`src/rtl/icd_pkg.sv`:
```
`timescale 1ns / 1ps
// Types and constants shared by the IR cliff detector.
// No dependencies.
package icd_pkg;

  localparam int unsigned SAMPLE_W   = 12;
  localparam int unsigned DELTA_W    = 15;
  localparam int unsigned THR_W      = 16;
  localparam int unsigned LIM_W      = 15;
  localparam int unsigned HIST_W     = 8;
  localparam int unsigned CFG_IDX_W  = 2;
  localparam int unsigned CFG_DATA_W = 16;
  localparam int unsigned AMP_SHIFT  = 4;

  localparam logic [DELTA_W-1:0] DELTA_MAX       = 15'h7FFF;
  localparam logic [LIM_W-1:0]   LOW_LIGHT_RESET = 15'd1024;

  // Register indexes
  localparam logic [CFG_IDX_W-1:0] CFG_THRESHOLD_ON  = 2'd0;
  localparam logic [CFG_IDX_W-1:0] CFG_THRESHOLD_OFF = 2'd1;
  localparam logic [CFG_IDX_W-1:0] CFG_LOW_LIGHT     = 2'd2;

  typedef struct packed {
    logic [SAMPLE_W-1:0] sample_lit;
    logic [SAMPLE_W-1:0] sample_dark;
  } icd_in_t;

  typedef struct packed {
    logic [DELTA_W-1:0] delta;
    logic               cliff_now;
    logic [HIST_W-1:0]  history;
    logic               detected;
  } icd_out_t;

  typedef struct packed {
    logic [THR_W-1:0] threshold_on;
    logic [THR_W-1:0] threshold_off;
    logic [LIM_W-1:0] low_light_limit;
  } icd_cfg_t;

endpackage

```
`src/rtl/icd_decide.sv`:
```
`timescale 1ns / 1ps
// Per-block decision logic: difference, peak hold, low-light gain, hysteresis.
// Depends on icd_pkg.
module icd_decide #(
  parameter int unsigned SUM_W = 14
) (
  input  icd_pkg::icd_cfg_t cfg_i,
  input  logic [SUM_W-1:0]  lit_sum_i,
  input  logic [SUM_W-1:0]  dark_sum_i,
  input  logic [SUM_W-1:0]  prev_raw_i,
  input  logic              last_cliff_i,
  output logic [SUM_W-1:0]  raw_o,
  output logic [icd_pkg::DELTA_W-1:0] delta_o,
  output logic              cliff_o
);
  import icd_pkg::*;

  localparam int unsigned EXT_W = (SUM_W > DELTA_W) ? SUM_W : DELTA_W;
  localparam int unsigned TOT_W = ((SUM_W + 1) > LIM_W) ? (SUM_W + 1) : LIM_W;

  logic [SUM_W-1:0]   peak;
  logic [DELTA_W-1:0] delta_sat;
  logic [TOT_W-1:0]   total;
  logic               low_light;
  logic [THR_W-1:0]   delta_ext;

  always_comb begin
    raw_o = (dark_sum_i > lit_sum_i) ? (dark_sum_i - lit_sum_i) : (lit_sum_i - dark_sum_i);
    peak  = (raw_o > prev_raw_i) ? raw_o : prev_raw_i;

    if (EXT_W'(peak) > EXT_W'(DELTA_MAX)) begin
      delta_sat = DELTA_MAX;
    end else begin
      delta_sat = DELTA_W'(peak);
    end

    total     = TOT_W'(lit_sum_i) + TOT_W'(dark_sum_i);
    low_light = (total < TOT_W'(cfg_i.low_light_limit)) &&
                (THR_W'(delta_sat) < cfg_i.threshold_off);

    // Small signal in dim light: boost by 16, clamp at full scale
    if (low_light) begin
      if (delta_sat > (DELTA_MAX >> AMP_SHIFT)) begin
        delta_o = DELTA_MAX;
      end else begin
        delta_o = DELTA_W'(delta_sat << AMP_SHIFT);
      end
    end else begin
      delta_o = delta_sat;
    end

    delta_ext = THR_W'(delta_o);
    if (delta_ext >= cfg_i.threshold_on) begin
      cliff_o = 1'b0;
    end else if (delta_ext < cfg_i.threshold_off) begin
      cliff_o = 1'b1;
    end else begin
      cliff_o = last_cliff_i;
    end
  end

endmodule

```
`src/rtl/ir_cliff_detector_core.sv`:
```
`timescale 1ns / 1ps
// IR cliff detector top level: frame accumulation, block register, result register.
// Depends on icd_pkg and icd_decide.
//
// Usage: one instance per IR sensor channel.
// - Input channel (in_valid_i / in_ready_o / in_data_i): one item per frame, a
//   lit and a dark ADC sample. Items are summed over BLOCK_FRAMES frames.
// - Output channel (out_valid_o / out_ready_i / out_data_o): one item per block,
//   produced by the last frame of the block; other frames produce nothing.
// - Config port (cfg_we_i / cfg_idx_i / cfg_wdata_i): single-cycle writes of
//   threshold_on, threshold_off and low_light_limit; unknown indexes ignored.
//   Write only while the block is idle.
// Path: once a block's last frame is accepted, its result passes through the block
//   register, then the result register, before it appears on out_valid_o.
// Throughput: one input item per cycle while in_ready_o is high; the adders, the
//   difference and the threshold compares each sit between two registers.
// Stall: while the result register is held, the block register still takes the
//   next block's sums, so input only stops when both are full.
// Reset: clears sums, frame count, peak hold, decision history, valid flags and
//   sets config to threshold_on = 0, threshold_off = 0, low_light_limit = 1024.
module ir_cliff_detector_core #(
  parameter int unsigned BLOCK_FRAMES = 4
) (
  input  logic                           clk_i,
  input  logic                           rst_ni,
  input  logic                           cfg_we_i,
  input  logic [icd_pkg::CFG_IDX_W-1:0]  cfg_idx_i,
  input  logic [icd_pkg::CFG_DATA_W-1:0] cfg_wdata_i,
  input  logic                           in_valid_i,
  output logic                           in_ready_o,
  input  icd_pkg::icd_in_t               in_data_i,
  output logic                           out_valid_o,
  input  logic                           out_ready_i,
  output icd_pkg::icd_out_t              out_data_o
);
  import icd_pkg::*;

  localparam int unsigned FC_W  = (BLOCK_FRAMES > 1) ? $clog2(BLOCK_FRAMES) : 1;
  localparam int unsigned SUM_W = SAMPLE_W + FC_W;
  localparam logic [FC_W-1:0] FC_LAST = FC_W'(BLOCK_FRAMES - 1);

  // Config registers
  icd_cfg_t cfg_q, cfg_d;

  // Frame accumulation
  logic [FC_W-1:0]  fc_q, fc_d;
  logic [SUM_W-1:0] lit_acc_q, lit_acc_d;
  logic [SUM_W-1:0] dark_acc_q, dark_acc_d;
  logic [SUM_W-1:0] lit_next, dark_next;

  // Block register (final sums of one block)
  logic             blk_valid_q, blk_valid_d;
  logic [SUM_W-1:0] blk_lit_q, blk_dark_q;

  // Decision state and result register
  logic [SUM_W-1:0]  prev_raw_q;
  logic [HIST_W-1:0] hist_q, hist_d;
  logic              out_valid_q, out_valid_d;
  icd_out_t          out_q;

  logic               in_accept, last_frame, out_free, blk_adv;
  logic [SUM_W-1:0]   raw;
  logic [DELTA_W-1:0] delta;
  logic               cliff;

  assign out_free   = !out_valid_q || out_ready_i;
  assign blk_adv    = blk_valid_q && out_free;
  assign in_ready_o = !blk_valid_q || out_free;
  assign in_accept  = in_valid_i && in_ready_o;
  assign last_frame = (fc_q == FC_LAST);

  assign lit_next  = lit_acc_q + SUM_W'(in_data_i.sample_lit);
  assign dark_next = dark_acc_q + SUM_W'(in_data_i.sample_dark);

  always_comb begin
    cfg_d = cfg_q;
    if (cfg_we_i) begin
      unique case (cfg_idx_i)
        CFG_THRESHOLD_ON:  cfg_d.threshold_on    = cfg_wdata_i;
        CFG_THRESHOLD_OFF: cfg_d.threshold_off   = cfg_wdata_i;
        CFG_LOW_LIGHT:     cfg_d.low_light_limit = cfg_wdata_i[LIM_W-1:0];
        default:           cfg_d = cfg_q;
      endcase
    end
  end

  always_comb begin
    fc_d        = fc_q;
    lit_acc_d   = lit_acc_q;
    dark_acc_d  = dark_acc_q;
    blk_valid_d = blk_adv ? 1'b0 : blk_valid_q;
    if (in_accept) begin
      if (last_frame) begin
        fc_d        = '0;
        lit_acc_d   = '0;
        dark_acc_d  = '0;
        blk_valid_d = 1'b1;
      end else begin
        fc_d       = fc_q + FC_W'(1);
        lit_acc_d  = lit_next;
        dark_acc_d = dark_next;
      end
    end
  end

  icd_decide #(
    .SUM_W(SUM_W)
  ) u_decide (
    .cfg_i       (cfg_q),
    .lit_sum_i   (blk_lit_q),
    .dark_sum_i  (blk_dark_q),
    .prev_raw_i  (prev_raw_q),
    .last_cliff_i(hist_q[0]),
    .raw_o       (raw),
    .delta_o     (delta),
    .cliff_o     (cliff)
  );

  assign hist_d = {hist_q[HIST_W-2:0], cliff};

  always_comb begin
    out_valid_d = out_valid_q;
    if (blk_adv) begin
      out_valid_d = 1'b1;
    end else if (out_ready_i) begin
      out_valid_d = 1'b0;
    end
  end

  always_ff @(posedge clk_i or negedge rst_ni) begin
    if (!rst_ni) begin
      cfg_q.threshold_on    <= '0;
      cfg_q.threshold_off   <= '0;
      cfg_q.low_light_limit <= LOW_LIGHT_RESET;
      fc_q                  <= '0;
      lit_acc_q             <= '0;
      dark_acc_q            <= '0;
      blk_valid_q           <= 1'b0;
      prev_raw_q            <= '0;
      hist_q                <= '0;
      out_valid_q           <= 1'b0;
    end else begin
      cfg_q       <= cfg_d;
      fc_q        <= fc_d;
      lit_acc_q   <= lit_acc_d;
      dark_acc_q  <= dark_acc_d;
      blk_valid_q <= blk_valid_d;
      out_valid_q <= out_valid_d;
      if (blk_adv) begin
        prev_raw_q <= raw;
        hist_q     <= hist_d;
      end
    end
  end

  // Payload registers, no reset
  always_ff @(posedge clk_i) begin
    if (in_accept && last_frame) begin
      blk_lit_q  <= lit_next;
      blk_dark_q <= dark_next;
    end
    if (blk_adv) begin
      out_q.delta     <= delta;
      out_q.cliff_now <= cliff;
      out_q.history   <= hist_d;
      out_q.detected  <= |hist_d;
    end
  end

  assign out_valid_o = out_valid_q;
  assign out_data_o  = out_q;

  // Checks
  a_fc_wrap: assert property (@(posedge clk_i) disable iff (!rst_ni)
    (in_accept && last_frame) |=> (fc_q == '0 && blk_valid_q))
    else $error("frame count did not wrap at block end");

  a_hist_shift: assert property (@(posedge clk_i) disable iff (!rst_ni)
    blk_adv |=> (hist_q[HIST_W-1:1] == $past(hist_q[HIST_W-2:0])))
    else $error("decision history did not shift by one");

  a_out_hist: assert property (@(posedge clk_i) disable iff (!rst_ni)
    $past(blk_adv) |-> (out_q.history == hist_q && out_q.detected == (hist_q != '0)))
    else $error("result history out of step with decision state");

  a_blk_hold: assert property (@(posedge clk_i) disable iff (!rst_ni)
    (blk_valid_q && !out_free) |=> (blk_valid_q && $stable(blk_lit_q) && $stable(blk_dark_q)))
    else $error("block register lost sums under stall");

endmodule
```
`config.mk`:
```
export PLATFORM = sky130hd
export DESIGN_NAME = ir_cliff_detector_core
export DESIGN_NICKNAME = d
export VERILOG_FILES = /design/src/rtl/icd_pkg.sv /design/src/rtl/icd_decide.sv /design/src/rtl/ir_cliff_detector_core.sv
export SDC_FILE = /design/constraint.sdc
export NUM_CORES = 1
export LEC_CHECK = 0
export ABC_AREA = 1
export BUFFER_PORTS_ARGS = -buffer_cell sky130_fd_sc_hd__buf_2
export CORE_ASPECT_RATIO = 0.75
export CORE_MARGIN = 4
export CORE_UTILIZATION = 30
export CTS_BUF_LIST = sky130_fd_sc_hd__clkbuf_16
export CTS_CLUSTER_DIAMETER = 50
export CTS_CLUSTER_SIZE = 12
export DETAILED_ROUTE_END_ITERATION = 8
export MAX_ROUTING_LAYER = met4
export RECOVER_POWER = 25
export REMOVE_ABC_BUFFERS = 1
export SYNTH_ARGS = -nofsm -noshare
export SYNTH_HDL_FRONTEND = slang
export SYNTH_SLANG_ARGS = --single-unit
export TNS_END_PERCENT = 1
```
`constraint.sdc`:
```
create_clock -name clk_i -period 8 [get_ports clk_i]
set_clock_uncertainty 0.2 [all_clocks]
set_input_delay 1.2 -clock clk_i [delete_from_list [all_inputs] [get_ports clk_i]]
set_output_delay 1.2 -clock clk_i [all_outputs]
set_load 0.02 [all_outputs]
```
==> results.sh, run 1 <==
export IMPL_status="finished with violations"
export IMPL_violations="capacitance limit, slew limit"
export IMPL_synthAdderAreaFrac=0.1750
export IMPL_start_util=0.3058
export IMPL_yosysTopAreaCell="dfrtp_1"
export IMPL_antenna_found_initial=0
export IMPL_min_period_over_period=0.9482
export IMPL_grt_use_total=0.1414
export IMPL_h_tree_depth=4
export IMPL_synth_cell_types=50
export IMPL_cpMostUsedCell="nand2_1"
export IMPL_core_area_um2=33670
export IMPL_grt_max_degree=70
export IMPL_fin_nets=1506
export IMPL_clockBufferDepth=2
export IMPL_setup_viol=0
export IMPL_ys_ff_latch=152
export IMPL_grt_pass1_wl_mm=41.95
export IMPL_routed_via_density=4.582
export IMPL_critical_path_startpoint_type="flop"
export IMPL_via_count=8160
export IMPL_dieArea_um2=37380
export IMPL_cp_max_fo=17
export IMPL_whs_path_depth=2
export IMPL_die_width_um=221.9
export IMPL_hold_viol=0
export IMPL_grt_pass1_vias=8091
export IMPL_drc=0
export IMPL_synth_area_leaders="dfrtp_1 24%, ha_1 17%, edfxtp_1 15%, inv_1 8.7%, nand2_1 8.6%"
export IMPL_syn2layout_area_growth_pct=17.27
export IMPL_irDropWorstVdd_uv=197.8
export IMPL_drv_cap=3
export IMPL_synth_edff_count=52
export IMPL_yosysTopAreaCellShare=0.2406
export IMPL_postRouteAntennaNets=0
export IMPL_slowest_delay_ns=0.44
export IMPL_ctsHoldBuffers=0
export IMPL_relSlewSlack=-1.652
export IMPL_fin_util=0.3586
export IMPL_leakage_nw=6.076
export IMPL_clk_pin_slew_ns=0.07
export IMPL_rrSetupSlack_ns=0.41
export IMPL_syn_instance_count=1216
export IMPL_io_pins=74
export IMPL_preCtsSetupSlack_ns=-0.04337
export IMPL_arrival_ns=7.69
export IMPL_cts_root_buffer="clkbuf_16"
export IMPL_diodes=0
export IMPL_synth_ff_type="dfrtp_1"
export IMPL_setup_ws_ns=0.4148
export IMPL_cts_buffers=17
export IMPL_hold_class="flop to flop"
export IMPL_synth_area_mux_share=0
export IMPL_power_density_nw_per_um2=485.2
export IMPL_slowest_stage="edfxtp_1"
export IMPL_yosys_area_share_simple=0.1356
export IMPL_critPathRequiredTime_ns=8.11
export IMPL_path_class="flop to flop"
export IMPL_ys_warn_count=0
export IMPL_std_cell_rows=58
export IMPL_maxSlewViolCount=140
export IMPL_drive_gt1_frac=0.1285
export IMPL_yosys_cell_count_top_type="inv_1"
export IMPL_portBuffers=73
export IMPL_synthArstFlopShare=0.6579
export IMPL_grt_remaining_overflow=0
export IMPL_drt_first_iter_violations=586
export IMPL_worst_pin_slew_ns=3.979
export IMPL_routed_wl_mm=25.83
export IMPL_synth_seq_area_share=0.3948
export IMPL_clk_insertion_delay_late_ns=0.44
export IMPL_cts_tree="done"
export IMPL_wl_per_cell_um=14.50
export IMPL_rr_worst_depth=48
export IMPL_synth_xor_area_frac=0.04083
export IMPL_dp_hpwl_mm=19.84
export IMPL_max_freq_ghz=0.1318
export IMPL_netlist_area_um2=10300
export IMPL_synth_top_family_by_area="adder cells"
export IMPL_cp_end_kind="flop"
export IMPL_period_needed_ns=7.585
export IMPL_synthTopCellsByCount="238 x inv_1, 237 x nand2_1, 136 x ha_1"
export IMPL_place_gp_congestion=0.8763
export IMPL_die_y_um=168.4
export IMPL_synth_compound_area_share=0.1517
export IMPL_drt_first_pass_iters=5
export IMPL_avgSynthCellArea_um2=8.467
export IMPL_cts_sinks=152
==> per-layer routing <==
| layer | up-vias | GRT usage | share of wire |
|---|---|---|---|
| met5 | - | - | 0 |
| met4 | 0 | 0.03396 | 0.014 |
| met3 | 27 | 0.02545 | 0.034 |
| met2 | 132 | 0.2108 | 0.44 |
| met1 | 3852 | 0.2007 | 0.52 |
| li1 | 4149 | - | - |
==> critical path: cells and delay by family (launching register included) <==
family | cells | cell delay (ns)
DFF | 1 | 0.44
buffers and inverters | 5 | 0.48
adders and majority gates | 5 | 1.40
AOI/OAI and AO/OA | 18 | 2.71
and+or+nand+nor | 19 | 1.93
xor gates and xnor gates | 1 | 0.31
==> final cells by class <==
type | instances | area [um2]
Fill cell | 3503 | 21600
Clock buffer | 17 | 425.4
Clock inverter | 15 | 162.7
Tap cell | 450 | 563.0
Multi-Input combinational cell | 791 | 5304
Inverter | 243 | 919.6
Timing Repair Buffer | 113 | 634.4
Sequential cell | 152 | 4065
==> cells by family (layout without fill, tap and decap cells) <==
group / count (synthesis) / after routing
and+or+nand+nor: 334 / 334
buffers and inverters: 273 / 388
AOI/OAI and AO/OA: 268 / 268
DFF: 152 / 152
adders and majority gates: 141 / 141
xor gates and xnor gates: 48 / 48
==> registers in the layout, summed over array words and instances, names as in the netlist <==
register and flops:
cfg_q 47, out_data_o 24, blk_dark_q 14, blk_lit_q 14, dark_acc_q 14, lit_acc_q 14, prev_raw_q 14, hist_q 7
fc_q 2, blk_valid_q 1, out_valid_o 1
==> cells in the final DEF (no fill, tap or decap), types with 4 or more instances in the layout <==
cell / instances
clkinvlp_4: 4
nor2_2: 6
o21ai_2: 5
nand4_1: 5
nor3_1: 4
o21bai_1: 18
a21o_1: 4
buf_4: 38
clkbuf_1: 21
nand2_1: 233
o21ai_0: 103
clkbuf_16: 17
a22o_1: 22
nand3_1: 26
o21ai_1: 7
ha_1: 132
buf_2: 54
nor2_1: 37
inv_1: 241
o21a_1: 6
dfrtp_1: 99
xnor2_1: 4
fa_1: 4
a21oi_1: 70
nand2_2: 13
xor2_1: 44
o22ai_1: 13
edfxtp_1: 52
==> through the flow <==
stage / setup TNS, ns / hold WS (ns) / instances / instance area (um2) / power (mW)
2_1_floorplan: 0 / 0.2479 / 1186 / 10160 / 3.707
3_3_place_gp: 0 / 0.2662 / 1731 / 11260 / 4.631
3_5_place_dp: -0.07510 / 0.2711 / 1731 / 11260 / 4.745
4_1_cts: 0 / 0.2852 / 1763 / 11850 / 5.627
5_1_grt: -0.05123 / 0.3034 / 1781 / 12070 / 6.481
6_report: 0 / 0.2826 / 1781 / 12070 / 5.859
==> where the power goes <==
group / internal, mW / switching, mW
logic: 1.48 / 2.27
clock network: 0.486 / 0.352
registers: 1.14 / 0.131
==> worst paths after layout <==
kind                              startpoint            end
worst min register to register     cfg_q[13]      cfg_q[13]
worst max register to register  blk_lit_q[0]  out_data_o[0]
worst max-delay path            blk_lit_q[0]  out_data_o[0]
worst min-delay path               cfg_q[13]      cfg_q[13]
max in group asynchronous             rst_ni      hist_q[6]
min in group asynchronous             rst_ni  dark_acc_q[0]
==> repair_timing <==
| action | CTS | global route |
|---|---|---|
| gates resized for setup | 2 | 37 |
| endpoints found under the setup margin | 3 | 3 |
| endpoints found under the hold margin | 0 | 0 |
| pin swaps | 0 | 13 |
| setup buffers | 0 | 18 |
Note: power is estimated with default switching activity, not from simulation.
==> run 2: changes to the inputs <==
--- a/config.mk
+++ b/config.mk
@@ -14,6 +14,7 @@
 export CTS_CLUSTER_DIAMETER = 50
 export CTS_CLUSTER_SIZE = 12
 export DETAILED_ROUTE_END_ITERATION = 8
+export HOLD_SLACK_MARGIN = 0.1
 export MAX_ROUTING_LAYER = met4
 export RECOVER_POWER = 25
 export REMOVE_ABC_BUFFERS = 1
==> constraint.sdc (replaced) <==
create_clock -name clk_i -period 9.6 [get_ports clk_i]
set_clock_uncertainty 0.2 [all_clocks]
set_input_delay 1.44 -clock clk_i [delete_from_list [all_inputs] [get_ports clk_i]]
set_output_delay 1.44 -clock clk_i [all_outputs]
set_load 0.02 [all_outputs]
==> run 2 against run 1 <==
  * Largest cell class unchanged
  * Largest power group unchanged
  * The flow still finishes with violations (capacitance limit, slew limit)
  * Hold slack improved by 0.0017 ns
  * Utilization down 1.1 points
  * Highest routed layer unchanged
  * Via count fell by 2.3%
  * Critical path type unchanged
  * Critical path depth up 1
==> results.sh, run 2 (same netlist as run 1, synthesis figures left out) <==
export IMPL_drv_cap=4
export IMPL_setup_worst_path_start="blk_lit_q[0]"
export IMPL_mostFrequentLayoutCells="241 x inv_1, 237 x nand2_1, 136 x ha_1"
export IMPL_min_period_over_period=0.8795
export IMPL_cts_resized=0
export IMPL_leakage_nw=5.935
export IMPL_maxSlewViolCount=169
export IMPL_core_area_um2=33670
export IMPL_drive_gt1_frac=0.09406
export IMPL_switching_power_mw=2.160
export IMPL_rrSetupSlack_ns=1.16
export IMPL_antenna_found_initial=0
export IMPL_instances_no_fill=1747
export IMPL_critical_path_startpoint_type="flop"
export IMPL_final_seq_area_um2=4065
export IMPL_diodes=0
export IMPL_combPwrFrac=0.613
export IMPL_cts_buffers=17
export IMPL_tns_ns=0
export IMPL_period_needed_ns=8.443
export IMPL_clk_insertion_delay_late_ns=0.43
export IMPL_p_sw_frac=0.4746
export IMPL_nFillCells=3527
export IMPL_dieArea_um2=37380
export IMPL_postRouteAntennaNets=0
export IMPL_drc=0
export IMPL_fin_nets=1472
export IMPL_hold_viol=0
export IMPL_arrival_ns=8.54
export IMPL_relSlewSlack=-1.558
export IMPL_grt_pass1_wl_mm=41.15
export IMPL_cts_root_buffer="clkbuf_16"
export IMPL_io_pins=74
export IMPL_final_common_cell="inv_1"
export IMPL_critPathRequiredTime_ns=9.70
export IMPL_path_class="flop to flop"
export IMPL_max_freq_ghz=0.1184
export IMPL_clkPwrFrac=0.155
export IMPL_worstReg2RegEnd="out_data_o[0]"
export IMPL_slowest_stage="edfxtp_1"
export IMPL_grt_max_degree=69
export IMPL_seq_power_share=0.232
export IMPL_place_gp_congestion=0.8719
export IMPL_worst_pin_slew_ns=3.837
export IMPL_h_tree_depth=4
export IMPL_hold_class="flop to flop"
export IMPL_drt_first_iter_violations=579
export IMPL_grt_use_total=0.1395
export IMPL_clk_pin_slew_ns=0.07
export IMPL_die_y_um=168.4
export IMPL_preCtsSetupSlack_ns=1.275
export IMPL_largest_register_ffs=47
export IMPL_cts_setup_buffers=0
export IMPL_syn2layout_area_growth_pct=13.79
export IMPL_cp_max_fo=23
export IMPL_grt_pass1_vias=7885
export IMPL_reg2reg_from="blk_lit_q[0]"
export IMPL_cts_tree="done"
export IMPL_start_util=0.3058
export IMPL_irDropWorstVdd_uv=150.7
export IMPL_ctsHoldBuffers=0
export IMPL_final_area_um2=11720
export IMPL_portBuffers=73
export IMPL_cp_end_kind="flop"
export IMPL_violations="capacitance limit, slew limit"
export IMPL_power_density_nw_per_um2=388.4
export IMPL_std_cell_rows=58
export IMPL_setup_ws_ns=1.157
export IMPL_placedCellCount=1715
export IMPL_routed_wl_mm=24.91
export IMPL_cpMostUsedCell="nand2_1"
export IMPL_slowest_delay_ns=0.42
export IMPL_wl_per_cell_um=14.26
export IMPL_internal_power_mw=2.391
export IMPL_routed_via_density=4.566
export IMPL_grt_remaining_overflow=0
export IMPL_clockBufferDepth=2
export IMPL_die_width_um=221.9
export IMPL_rr_worst_depth=49
export IMPL_cts_sinks=152
export IMPL_dpl_cell_area_um2=11140
export IMPL_top_register="cfg_q"
export IMPL_multiInputGateArea_um2=5182
export IMPL_via_count=7976
export IMPL_dp_hpwl_mm=19.56
export IMPL_rsz0062_at_grt="no"
export IMPL_setup_viol=0
export IMPL_status="finished with violations"
export IMPL_drt_first_pass_iters=5
export IMPL_cp_endpoint="out_data_o[0]"
run 2: cell count changes in the layout (fill, tap and decap cells not counted), moves of 3 or more:
cell and change:
a21oi_1 +3, a21oi_2 -3, buf_2 +9, buf_4 -36, clkbuf_1 -7, clkinvlp_4 -3, ha_1 +4, nand2_1 +4
nand2_2 -3, o21ai_0 +8, o21ai_1 -3, o21ai_2 -4
run 2: layer usage:
| layer | vias up | track usage | share of wire |
|---|---|---|---|
| li1 | 4087 | - | - |
| met1 | 3729 | 0.1976 | 0.52 |
| met2 | 144 | 0.2086 | 0.43 |
| met3 | 16 | 0.02597 | 0.038 |
| met4 | 0 | 0.03208 | 0.0096 |
| met5 | - | - | 0 |
run 2: area by class of cell:
| class | count | area share |
|---|---|---|
| Clock buffer | 18 | 0.03845 |
| Clock inverter | 14 | 0.01346 |
| Inverter | 243 | 0.07807 |
| Tap cell | 450 | 0.04806 |
| Timing Repair Buffer | 79 | 0.03268 |
| Multi-Input combinational cell | 791 | 0.4423 |
| Sequential cell | 152 | 0.3470 |
run 2: critical path: cells and delay by family, from the launching register on:
kind,cells,cell delay [ns]
XOR/XNOR,1,0.26
AO/OA/AOI/OAI,19,3.26
adder cells (fa/ha/maj),5,1.46
flip-flops,1,0.42
buffers and inverters,5,0.63
AND/OR/NAND/NOR,19,2.07
run 2: worst min-delay path by stage:
stage	from	end	slack (ns)	depth (start not counted)
after global placement	cfg_q[35]	cfg_q[35]	0.27	2
after global routing	hist_q[5]	out_data_o[7]	0.30	0
after CTS	hist_q[5]	out_data_o[7]	0.28	0
after detailed placement	hist_q[5]	out_data_o[7]	0.27	0
final	cfg_q[40]	cfg_q[40]	0.28	2
after floorplan	hist_q[6]	out_data_o[8]	0.25	0
run 2: power groups by stage:
stage                     registers, mW  logic (mW)  clock network, mW
after global placement             1.06        2.70                  0
after global routing               1.08        3.25              0.750
after floorplan                    1.08        2.01                  0
after detailed placement           1.07        2.77                  0
final                              1.06        2.79              0.705
after CTS                          1.06        2.80              0.725
run 2: metrics by stage:
stage | total power, mW | utilization | hold slack (ns)
CTS | 4.587 | 0.3488 | 0.2818
global placement | 3.768 | 0.3308 | 0.2672
floorplan | 3.089 | - | 0.2479
global route | 5.082 | 0.3479 | 0.2980
detailed placement | 3.840 | 0.3308 | 0.2674
finish | 4.551 | 0.3479 | 0.2842
